--- src/rtl/core/smf_pkg.sv ---
// Shared types for the sliding median filter.
`timescale 1ns / 1ps

package smf_pkg;

    // Control signals one cell hands to the next cell up the sorted row.
    typedef struct packed {
        logic shifted;  // The oldest sample sits at or below this position.
        logic le;       // The surviving entry here is not above the new sample.
    } t_link;

endpackage

--- src/rtl/core/smf_cell.sv ---
// One cell of the sorted window: holds one sample and its age.
`timescale 1ns / 1ps

module smf_cell #(
    parameter int WIN_LEN     = 7,
    parameter int SAMPLE_BITS = 16,
    parameter int INDEX       = 0,
    parameter bit IS_LAST     = 1'b0
) (
    input  logic                          i_clk,
    input  logic                          i_rst_n,
    input  logic                          i_en,
    input  logic signed [SAMPLE_BITS-1:0] i_sample,
    // Neighbor below (lower rank).
    input  smf_pkg::t_link                i_prev_link,
    input  logic signed [SAMPLE_BITS-1:0] i_prev_rem_val,
    input  logic [$clog2(WIN_LEN)-1:0]    i_prev_rem_age,
    // Neighbor above (higher rank).
    input  logic signed [SAMPLE_BITS-1:0] i_next_val,
    input  logic [$clog2(WIN_LEN)-1:0]    i_next_age,
    // Own state and what this cell hands upward.
    output logic signed [SAMPLE_BITS-1:0] o_val,
    output logic [$clog2(WIN_LEN)-1:0]    o_age,
    output smf_pkg::t_link                o_link,
    output logic signed [SAMPLE_BITS-1:0] o_rem_val,
    output logic [$clog2(WIN_LEN)-1:0]    o_rem_age
);

    localparam int AW = $clog2(WIN_LEN);
    localparam logic [AW-1:0] RST_AGE = AW'(INDEX);
    localparam logic [AW-1:0] OLDEST  = AW'(WIN_LEN - 1);

    logic signed [SAMPLE_BITS-1:0] r_val, n_val;
    logic [AW-1:0]                 r_age, n_age;
    logic                          w_shifted;
    logic                          w_le;

    // Entry at this rank once the oldest sample is taken out of the row.
    assign w_shifted = i_prev_link.shifted | (r_age == OLDEST);
    assign o_rem_val = w_shifted ? i_next_val : r_val;
    assign o_rem_age = w_shifted ? i_next_age : r_age;

    // The top cell has no surviving entry of its own after the removal.
    assign w_le = IS_LAST ? 1'b0 : (o_rem_val <= i_sample);

    assign o_link.shifted = w_shifted;
    assign o_link.le      = w_le;

    // Insert the new sample: keep own survivor, take the sample, or move the one below up.
    always_comb begin
        if (w_le) begin
            n_val = o_rem_val;
            n_age = AW'(o_rem_age + 1'b1);
        end else if (i_prev_link.le) begin
            n_val = i_sample;
            n_age = '0;
        end else begin
            n_val = i_prev_rem_val;
            n_age = AW'(i_prev_rem_age + 1'b1);
        end
    end

    // Window starts as zeros with distinct ages.
    always_ff @(posedge i_clk) begin
        if (!i_rst_n) begin
            r_val <= '0;
            r_age <= RST_AGE;
        end else if (i_en) begin
            r_val <= n_val;
            r_age <= n_age;
        end
    end

    assign o_val = r_val;
    assign o_age = r_age;

endmodule

--- src/rtl/core/sliding_median_filter.sv ---
// Top level of the sliding-window median filter.
`timescale 1ns / 1ps
//
// Usage: the input channel (i_valid, o_ready, i_sample) takes one signed
// sample per request. Each sample replaces the oldest of the last WIN_LEN
// samples, and the output channel (o_valid, i_ready, o_median) returns one
// request holding the median of that window, the value at sorted position
// (WIN_LEN-1)/2 counted from the smallest.
// The window is a row of cells kept in sorted order, each with the age of
// its sample; on a request every cell drops the oldest entry and inserts
// the new sample, so the median appears in the cycle after the sample is
// taken. Throughput is one sample per cycle while the receiver keeps
// i_ready high; the cell row's compare-and-shift path sets that.
// When the receiver stalls, the median is held and o_ready drops until it
// is taken; o_ready rises in the same cycle that the result is consumed.
// Reset (synchronous, active low) fills the window with zeros, which are
// ranked like real samples until enough samples have replaced them, and
// clears any pending result.

module sliding_median_filter #(
    parameter int WIN_LEN     = 7,
    parameter int SAMPLE_BITS = 16
) (
    input  logic                          i_clk,
    input  logic                          i_rst_n,
    input  logic                          i_valid,
    output logic                          o_ready,
    input  logic signed [SAMPLE_BITS-1:0] i_sample,
    output logic                          o_valid,
    input  logic                          i_ready,
    output logic signed [SAMPLE_BITS-1:0] o_median
);

    localparam int AW  = $clog2(WIN_LEN);
    localparam int MID = (WIN_LEN - 1) / 2;

    logic                          w_accept;
    logic                          r_valid;
    logic signed [SAMPLE_BITS-1:0] w_val     [WIN_LEN];
    logic [AW-1:0]                 w_age     [WIN_LEN];
    logic signed [SAMPLE_BITS-1:0] w_rem_val [WIN_LEN];
    logic [AW-1:0]                 w_rem_age [WIN_LEN];
    smf_pkg::t_link                w_link    [WIN_LEN];

    assign o_ready  = ~r_valid | i_ready;
    assign w_accept = i_valid & o_ready;

    // Row of sorted cells, lowest rank first.
    for (genvar g = 0; g < WIN_LEN; g++) begin : g_cell
        smf_pkg::t_link                w_prev_link;
        logic signed [SAMPLE_BITS-1:0] w_prev_val;
        logic [AW-1:0]                 w_prev_age;
        logic signed [SAMPLE_BITS-1:0] w_next_val;
        logic [AW-1:0]                 w_next_age;

        if (g == 0) begin : g_first
            assign w_prev_link.shifted = 1'b0;
            assign w_prev_link.le      = 1'b1;
            assign w_prev_val          = '0;
            assign w_prev_age          = '0;
        end else begin : g_inner
            assign w_prev_link = w_link[g-1];
            assign w_prev_val  = w_rem_val[g-1];
            assign w_prev_age  = w_rem_age[g-1];
        end

        if (g == WIN_LEN - 1) begin : g_top
            assign w_next_val = '0;
            assign w_next_age = '0;
        end else begin : g_below
            assign w_next_val = w_val[g+1];
            assign w_next_age = w_age[g+1];
        end

        smf_cell #(
            .WIN_LEN     (WIN_LEN),
            .SAMPLE_BITS (SAMPLE_BITS),
            .INDEX       (g),
            .IS_LAST     (g == WIN_LEN - 1)
        ) u_cell (
            .i_clk          (i_clk),
            .i_rst_n        (i_rst_n),
            .i_en           (w_accept),
            .i_sample       (i_sample),
            .i_prev_link    (w_prev_link),
            .i_prev_rem_val (w_prev_val),
            .i_prev_rem_age (w_prev_age),
            .i_next_val     (w_next_val),
            .i_next_age     (w_next_age),
            .o_val          (w_val[g]),
            .o_age          (w_age[g]),
            .o_link         (w_link[g]),
            .o_rem_val      (w_rem_val[g]),
            .o_rem_age      (w_rem_age[g])
        );
    end

    // Result pending flag; the middle cell itself holds the median.
    always_ff @(posedge i_clk) begin
        if (!i_rst_n) begin
            r_valid <= 1'b0;
        end else if (w_accept) begin
            r_valid <= 1'b1;
        end else if (i_ready) begin
            r_valid <= 1'b0;
        end
    end

    assign o_valid  = r_valid;
    assign o_median = w_val[MID];

endmodule
--- config.mk ---
export PLATFORM = sky130hd
export DESIGN_NAME = sliding_median_filter
export DESIGN_NICKNAME = d
export VERILOG_FILES = /design/src/rtl/core/smf_pkg.sv /design/src/rtl/core/smf_cell.sv /design/src/rtl/core/sliding_median_filter.sv
export SDC_FILE = /design/constraint.sdc
export NUM_CORES = 1
export LEC_CHECK = 0
export ABC_CLOCK_PERIOD_IN_PS = 6710
export BUFFER_PORTS_ARGS = -buffer_cell sky130_fd_sc_hd__clkbuf_2
export CAP_MARGIN = 20
export CORE_UTILIZATION = 43
export DETAILED_ROUTE_END_ITERATION = 8
export GPL_TIMING_DRIVEN = 0
export PLACE_DENSITY_LB_ADDON = 0.12
export SLEW_MARGIN = 20
export SYNTH_ARGS = -nofsm -noshare
export SYNTH_HDL_FRONTEND = slang
export SYNTH_SLANG_ARGS = --single-unit
--- constraint.sdc ---
create_clock -name i_clk -period 6.71 [get_ports i_clk]
set_input_delay 0.671 -clock i_clk [delete_from_list [all_inputs] [get_ports i_clk]]
set_output_delay 0.671 -clock i_clk [all_outputs]
set_load 0.03 [all_outputs]
==> out/qor.yml, run 1 <==
min_path:
  hold-path-endpoint: "g_cell[6].u_cell.o_val[4]"
  hold_path_startpoint: "g_cell[6].u_cell.o_val[4]"
  hold-path-cell-count: 2
  hold_class: "register to register"
power_and_ir_drop:
  power_frac_comb_pct: 31.0
  pwr_density_cell_nw_per_um2: 243
  seq_power_share_pct: 33.2
  share_clk_of_total_power_pct: 35.8
  power.switching_fraction_pct: 35.2
  internal_power_mw: 1.79
  power_leakage_nw: 4.98
  reported_net_switching_power_uw: 970
  vdd_drop_max_mv: 0.171
clock_network:
  post_cts_gate_resize_count: 0
  cts_made_buffers: 17
  worstSkewPairLatency_ns: 0.44
  cts_tree: "yes"
  post-cts-setup-buffers: 0
  htree_num_levels: 4
  post_cts_hold_buffer_count: 0
  max_buffers_root_to_sink: 2
  clock_tree.root_cell: "sky130_fd_sc_hd__clkbuf_16"
  worst_setup_hold_path_clk_slew_ns: 0.06
  clkSinkCount: 134
yosys:
  synth_top_cells_by_count: "sky130_fd_sc_hd__nand2_1 (189), sky130_fd_sc_hd__dfxtp_1 (134), sky130_fd_sc_hd__ha_1 (102)"
  netlist.area_leader.share_pct: 26.4
  synth_area_leader_cell: "sky130_fd_sc_hd__dfxtp_1"
  synthArstFlopShare_pct: 0
  synth_ff_type: "sky130_fd_sc_hd__dfxtp_1"
  number_of_synthesis_warnings: 0
  syn-mean-instance-area_um2: 8.28
  count_of_flip_flops_with_a_built_in_enable_after_synthesis: 0
  synth_cell_type_count: 69
  synthesis.nets: 1347
  ys_top_cells_by_area: "sky130_fd_sc_hd__dfxtp_1 (26%), sky130_fd_sc_hd__ha_1 (13%), sky130_fd_sc_hd__mux2i_1 (8.4%)"
  synth_seq_cells: 134
  post_synth_instance_area_um2: 10100
  synth_seq_area_share_pct: 26.4
  synth_most_common_cell: "sky130_fd_sc_hd__nand2_1"
  synthCells: 1225
place:
  place.gp.congestion: 0.906
  io_buffer_count: 37
  post-dp-hpwl_um: 27300
  place_worst_setup_slack_ns: 2.15
  dpl_cell_area_um2: 10700
worst_setup_path:
  cp-end-kind: "register"
  worst-setup-path-type: "register to register"
  worst_ep_arrival_time_ns: 5.03
  rr_endpoint: "g_cell[1].u_cell.o_val[12]"
  timing.critical_path.fanout_max: 10
  r2r-start: "g_cell[0].u_cell.o_age[0]"
  critical_path.startpoint_type: "register"
  worst-endpoint-required_ns: 7.02
  worst_setup_slack_for_register_to_register_paths_ns: 1.99
  rr_worst_depth: 13
routing:
  drt-wirelength-per-cell_um: 21.3
  drc: 0
  vias: 9729
  dr.first_iter.drc_count: 672
  antenna_left: 0
  drt-total-wl_um: 34200
  drt-pass1-iter-count: 6
  post_drt_via_cell_ratio: 6.05
timing:
  period_needed_ns: 4.72
  slew-limit-headroom_pct: 35.5
  rsz0062_at_grt: "false"
  fin_setup_tns_ns: 0
  max_freq_mhz: 212
  timing_max_transition_violations_final: 0
  fin_ws_ns: 1.99
  final_hold_viol_count: 0
  number_of_failing_setup_endpoints_in_the_final_timing_report: 0
  clock_skew_ns: 0.0103
  final_min_period_over_clock_period_pct: 70.3
  tightest_slew_ns: 0.968
die:
  row_count: 55
  area_of_the_die_um2: 24200
  die_h_um: 156
  core_area_um2: 22900
  floorplan.initialDensity_pct: 44.3
  io_pins: 38
  die-width_um: 156
grt:
  grt_start_max_net_pins: 17
  grt_first_pass_wirelength_um: 53400
  grt_antenna_before_repair: 0
  grt.overflow.total: 0
  vias_in_the_first_global_route: 9353
  grt_util_all_layers_pct: 29.1
cells_and_area:
  layout.cell_area.non_filler_um2: 11300
  n_antenna_cell: 0
  area_growth_pct: 11.7
  sequential_cell_area_um2: 2680
  final_net_count: 1403
  postLayoutCoreUtil_pct: 49.5
  drive_above_1_share_pct: 14.6
  multiInputGateArea_um2: 6900
  fillCellCount: 2283
flow_run:
  max_cap_viol_count: 0
outcome:
  status: "finished clean"
-- per-layer routing --
layer | GRT usage (%) | wire, um | vias up
met5 | 0 | 0 | -
met2 | 45.5 | 15000 | 303
met1 | 40.5 | 16100 | 4673
met3 | 3.97 | 2210 | 62
li1 | - | - | 4691
met4 | 10.6 | 942 | 0
-- cells by family (layout without fill, tap and decap cells) --
family / Yosys count / after routing / share of synthesized area, %
adder cells (fa/ha/maj): 102 / 102 / 12.6
multiplexers: 152 / 152 / 15.8
XOR/XNOR: 7 / 7 / 0.604
buffers and inverters: 116 / 185 / 5.55
AND/OR/NAND/NOR: 361 / 361 / 16.7
flip-flops: 134 / 134 / 26.4
AO/OA/AOI/OAI: 353 / 353 / 22.3
-- worst max-delay path by stage --
stage | startpoint | endpoint | cells after the start
6_report | g_cell[0].u_cell.o_age[0] | g_cell[1].u_cell.o_val[12] | 13
3_5_place_dp | g_cell[0].u_cell.o_age[0] | g_cell[5].u_cell.o_val[6] | 15
4_1_cts | g_cell[0].u_cell.o_age[0] | g_cell[5].u_cell.o_val[6] | 15
2_1_floorplan | g_cell[0].u_cell.o_age[0] | g_cell[5].u_cell.o_age[2] | 17
5_1_grt | g_cell[0].u_cell.o_age[0] | g_cell[1].u_cell.o_val[12] | 13
3_3_place_gp | g_cell[0].u_cell.o_age[0] | g_cell[5].u_cell.o_val[6] | 15
-- power by group through the flow --
stage / registers (mW) / logic, mW / clock network, mW
after global routing: 0.924 / 0.931 / 1.03
after CTS: 0.915 / 0.841 / 0.999
after detailed placement: 0.932 / 0.836 / 0
final: 0.916 / 0.856 / 0.987
after floorplan: 0.925 / 0.607 / 0
after global placement: 0.932 / 0.826 / 0
-- state kept, by name (all words and copies together) (netlist names) --
register and count:
o_valid 1, g_cell.u_cell.o_val 112, g_cell.u_cell.o_age 21
-- worst max-delay path: stages, from the launching register on --
cell	delay, ns
sky130_fd_sc_hd__dfxtp_1	0.37
sky130_fd_sc_hd__nand3b_1	0.23
sky130_fd_sc_hd__buf_4	0.22
sky130_fd_sc_hd__nand2_1	0.09
sky130_fd_sc_hd__clkbuf_1	0.52
sky130_fd_sc_hd__mux2_2	0.43
sky130_fd_sc_hd__ha_1	0.37
sky130_fd_sc_hd__nand4_1	0.17
sky130_fd_sc_hd__nor4_1	0.60
sky130_fd_sc_hd__a21boi_1	0.34
sky130_fd_sc_hd__nor3_1	0.13
sky130_fd_sc_hd__o21ai_1	0.52
sky130_fd_sc_hd__clkbuf_1	0.45
sky130_fd_sc_hd__o21ai_1	0.14
-- cell type report --
type,count,area share (%)
clock buffer,20,4.03
clock inverter,12,1.35
sequential,134,23.7
timing repair buffer,37,1.63
multi-input combinational,975,60.9
inverter,33,1.09
buffer,83,3.87
tap,313,3.46
-- stage by stage --
stage | cells | hold slack [ns] | power [mW]
global placement | 1575 | 0.432 | 1.76
global route | 1607 | 0.465 | 2.88
CTS | 1607 | 0.449 | 2.75
floorplan | 1225 | 0.426 | 1.53
finish | 1607 | 0.445 | 2.76
detailed placement | 1575 | 0.441 | 1.77
-- layout by cell type, fill, tap and decap left out, types with 20 or more instances in the layout --
cell / count
sky130_fd_sc_hd__and3_1: 21
sky130_fd_sc_hd__o21ai_1: 94
sky130_fd_sc_hd__ha_1: 102
sky130_fd_sc_hd__nand2_1: 189
sky130_fd_sc_hd__a21oi_1: 97
sky130_fd_sc_hd__inv_1: 33
sky130_fd_sc_hd__mux2_2: 66
sky130_fd_sc_hd__nand3_1: 48
sky130_fd_sc_hd__nand4_1: 20
sky130_fd_sc_hd__dfxtp_1: 134
sky130_fd_sc_hd__a32oi_1: 32
sky130_fd_sc_hd__clkbuf_1: 49
sky130_fd_sc_hd__mux2i_1: 85
sky130_fd_sc_hd__nor2_1: 31
sky130_fd_sc_hd__clkbuf_2: 37
Note: power is estimated with default switching activity, not from simulation.
==> run 2, diff against run 1 <==
--- a/config.mk
+++ b/config.mk
@@ -5,7 +5,8 @@
 export SDC_FILE = /design/constraint.sdc
 export NUM_CORES = 1
 export LEC_CHECK = 0
-export ABC_CLOCK_PERIOD_IN_PS = 6710
+export ABC_AREA = 1
+export ABC_CLOCK_PERIOD_IN_PS = 4000
 export BUFFER_PORTS_ARGS = -buffer_cell sky130_fd_sc_hd__clkbuf_2
 export CAP_MARGIN = 20
 export CORE_UTILIZATION = 43
==> constraint.sdc (replaced) <==
create_clock -name i_clk -period 4 [get_ports i_clk]
set_input_delay 0.4 -clock i_clk [delete_from_list [all_inputs] [get_ports i_clk]]
set_output_delay 0.4 -clock i_clk [all_outputs]
set_load 0.03 [all_outputs]
==> out/qor.yml, run 2 <==
outcome:
  status: "finished clean"
clock_network:
  cts_made_buffers: 17  # unchanged
  worst_setup_hold_path_clk_slew_ns: 0.06  # about the same
  worstSkewPairLatency_ns: 0.44  # about the same
  clkSinkCount: 134  # unchanged
  cts_tree: "yes"
  htree_num_levels: 4  # unchanged
  max_buffers_root_to_sink: 2  # unchanged
  post_cts_hold_buffer_count: 0  # unchanged
  clock_tree.root_cell: "sky130_fd_sc_hd__clkbuf_16"
power_and_ir_drop:
  power_frac_comb_pct: 48.6  # +18 points
  pwr_density_cell_nw_per_um2: 541  # +120%
  report.power.total_mw: 6.69  # +140%
  reported_net_switching_power_mw: 3.07  # +220%
  power_leakage_nw: 5.87  # +18%
  share_clk_of_total_power_pct: 25.7  # -10 points
  seq_power_share_pct: 25.7  # -7.5 points
  power.switching_fraction_pct: 45.8  # +11 points
  vdd_drop_max_mv: 0.269  # +57%
  internal_power_mw: 3.63  # +100%
worst_setup_path:
  worst_path_largest_cell_delay_ns: 0.50  # -0.10 ns
  worst_ep_arrival_time_ns: 4.02  # -1.01 ns
  critical_path.startpoint_type: "register"
  cp-end-kind: "register"
  timing.critical_path.fanout_max: 10  # unchanged
  slowest_stage: "sky130_fd_sc_hd__clkbuf_1"
  timing.critical_path.cells: "inv_1 -> nand3_1 -> nand3_4 -> nor2_8 -> nand3_4 -> buf_2 -> nand2_1 -> o21a_1 -> inv_1 -> ha_1 -> nand2_1 -> nor2_1 -> nand4_1 -> inv_1 -> nand2_1 -> nand2_1 -> nand2_1 -> nand3_1 -> clkbuf_1 -> a21oi_1 -> nand2_1 -> o211ai_1"
  cp_common_cell: "sky130_fd_sc_hd__nand2_1"
  worst-setup-path-type: "register to register"
  worst-endpoint-required_ns: 4.29  # -2.73 ns
timing:
  number_of_failing_setup_endpoints_in_the_final_timing_report: 0  # unchanged
  rsz0062_at_grt: "false"
  fin_setup_tns_ns: 0  # unchanged
  slew-limit-headroom_pct: 38.4  # +2.9 points
  holdWs_ns: 0.272  # -0.173 ns
  clock_skew_ns: 0.0144  # +0.00404 ns
  final_hold_viol_count: 0  # unchanged
  timing_max_transition_violations_final: 0  # unchanged
  period_needed_ns: 3.73  # -0.990 ns
  tightest_slew_ns: 0.919  # -0.0491 ns
  max_freq_mhz: 268  # +27%
  fin_ws_ns: 0.270  # -1.72 ns
  final_min_period_over_clock_period_pct: 93.3  # +23 points
cells_and_area:
  n_antenna_cell: 0  # unchanged
  drive_above_1_share_pct: 9.48  # -5.1 points
  fin_cells: 2187  # +36%
  final_net_count: 1966  # +40%
  final_cell_mix: "sky130_fd_sc_hd__nand2_1 (465), sky130_fd_sc_hd__a21oi_1 (256), sky130_fd_sc_hd__inv_1 (210)"
  area_growth_pct: 10.9
  fillCellCount: 2723  # +19%
  final_common_cell: "sky130_fd_sc_hd__nand2_1"
  layout.cell_area.non_filler_um2: 12400  # +9.2%
  largest_register_ff_count: 112  # unchanged
  postLayoutCoreUtil_pct: 48.9  # -0.58 points
die:
  row_count: 58  # +5.5%
  floorplan.initialDensity_pct: 44.1  # -0.20 points
  io_pins: 38  # unchanged
  die_h_um: 163  # +4.8%
  area_of_the_die_um2: 26600  # +9.9%
  die-width_um: 163  # +4.8%
  core_area_um2: 25300  # +11%
yosys:
  synth_cell_type_count: 35  # -49%
  synthArstFlopShare_pct: 0  # unchanged
  synthesis.nets: 1911  # +42%
  count_of_flip_flops_with_a_built_in_enable_after_synthesis: 0  # unchanged
  post_synth_fa_ha_maj_area_fraction_pct: 11.4  # -1.1 points
  netlist.area_leader.share_pct: 24.0  # -2.4 points
  post_synth_instance_area_um2: 11200  # +10%
  ys_top_cells_by_area: "sky130_fd_sc_hd__dfxtp_1 (24%), sky130_fd_sc_hd__nand2_1 (16%), sky130_fd_sc_hd__a21oi_1 (11%)"
  synth_area_leader_cell: "sky130_fd_sc_hd__dfxtp_1"
  post_synthesis_compound_gate_area_fraction_pct: 21.6  # -0.72 points
  synthCells: 1789  # +46%
  number_of_synthesis_warnings: 0  # unchanged
  synth.area.mux_share_pct: 0.179  # -16 points
  synth_ff_type: "sky130_fd_sc_hd__dfxtp_1"
  synth_most_common_cell: "sky130_fd_sc_hd__nand2_1"
  synth_seq_cells: 134  # unchanged
  yosys.area_share.simple_pct: 30.1  # +13 points
  synth_top_family_by_area: "simple AND/OR/NAND/NOR gates"
  synth_xor_area_share_pct: 0.314  # -0.29 points
  synth_top_cells_by_count: "sky130_fd_sc_hd__nand2_1 (465), sky130_fd_sc_hd__a21oi_1 (256), sky130_fd_sc_hd__inv_1 (210)"
  synth_seq_area_share_pct: 24.0  # -2.4 points
  syn-mean-instance-area_um2: 6.24  # -25%
place:
  post-dp-hpwl_um: 32500  # +19%
  dpl_cell_area_um2: 11800  # +9.6%
  total_instance_count_after_detailed_placement: 2155  # +37%
  place_worst_setup_slack_ns: 0.346  # -1.81 ns
  io_buffer_count: 36  # -2.7%
  place.gp.congestion: 0.985  # +8.7%
min_path:
  hold_class: "input port to register"
routing:
  drc: 0  # unchanged
  antenna_left: 0  # unchanged
  drt-total-wl_um: 43600  # +27%
  dr.first_iter.drc_count: 1136  # +69%
  drt-pass1-iter-count: 6  # unchanged
  drt-wirelength-per-cell_um: 19.9  # -6.5%
  vias: 12500  # +28%
  post_drt_via_cell_ratio: 5.71  # -5.8%
grt:
  grt_start_max_net_pins: 17  # unchanged
  grt_first_pass_wirelength_um: 65600  # +23%
  grt.overflow.total: 0  # unchanged
  vias_in_the_first_global_route: 11600  # +24%
  grt_util_all_layers_pct: 32.8  # +3.8 points
  grt_antenna_before_repair: 0  # unchanged
flow_run:
  max_cap_viol_count: 0  # unchanged
[run 2: cell types whose count changed after synthesis, sizes merged, moves of 83 or more]
| cell | change |
|---|---|
| mux2i | -83 |
| a21oi | +159 |
| nand2 | +278 |
| nand3 | +112 |
| inv | +185 |
[run 2: critical path: cells and delay by family, from the launching register on]
family,cells,cell delay [ns]
buffers and inverters,5,0.95
and+or+nand+nor,13,1.56
DFF,1,0.36
adders and majority gates,1,0.33
AOI/OAI and AO/OA,3,0.37
[run 2: area by class of cell]
cell class / count / area (um^2) / share of cell area [%]
clock inverter: 11 / 149 / 1.20
sequential: 134 / 2680 / 21.7
buffer: 112 / 554 / 4.48
tap: 330 / 413 / 3.34
timing repair buffer: 36 / 180 / 1.46
multi-input combinational: 1322 / 7100 / 57.4
inverter: 221 / 830 / 6.70
clock buffer: 21 / 470 / 3.80
[run 2: per-layer routing]
metal / vias to the layer above / GRT usage, % / part of all wire (%)
met5: - / 0 / 0
met4: 0 / 13.9 / 3.7
met3: 89 / 4.77 / 7.0
met2: 467 / 55.3 / 47
met1: 5830 / 41.5 / 42
li1: 6093 / - / -
[run 2: power by group through the flow]
stage,sequential (mW),combinational (mW),clock (mW)
after global placement,1.74,3.13,0
final,1.72,3.25,1.72
after detailed placement,1.74,3.17,0
after floorplan,1.74,2.26,0
after global routing,1.74,3.60,1.77
after CTS,1.72,3.19,1.71
[run 2: path summary, 6_finish.rpt]
check | to | slack (ns) | cells after the start | start
worst max-delay path | g_cell[5].u_cell.o_age[2] | 0.27 | 22 | g_cell[2].u_cell.o_age[0]
worst min-delay path | o_valid | 0.27 | 4 | i_ready
worst max register to register | g_cell[5].u_cell.o_age[2] | 0.27 | 22 | g_cell[2].u_cell.o_age[0]
worst min register to register | g_cell[0].u_cell.o_val[5] | 0.46 | 2 | g_cell[0].u_cell.o_val[5]
[run 2: cells by family after synthesis]
| kind of cell | count (synthesis) |
|---|---|
| XOR/XNOR | 4 |
| adder cells (fa/ha/maj) | 102 |
| flip-flops | 134 |
| multiplexers | 2 |
| buffers and inverters | 333 |
| AND/OR/NAND/NOR | 761 |
| AO/OA/AOI/OAI | 453 |
[run 2: what timing repair did]
item	CTS	global route
buffers inserted	0	0
resized for setup	0	1
endpoints found under the setup margin	0	2
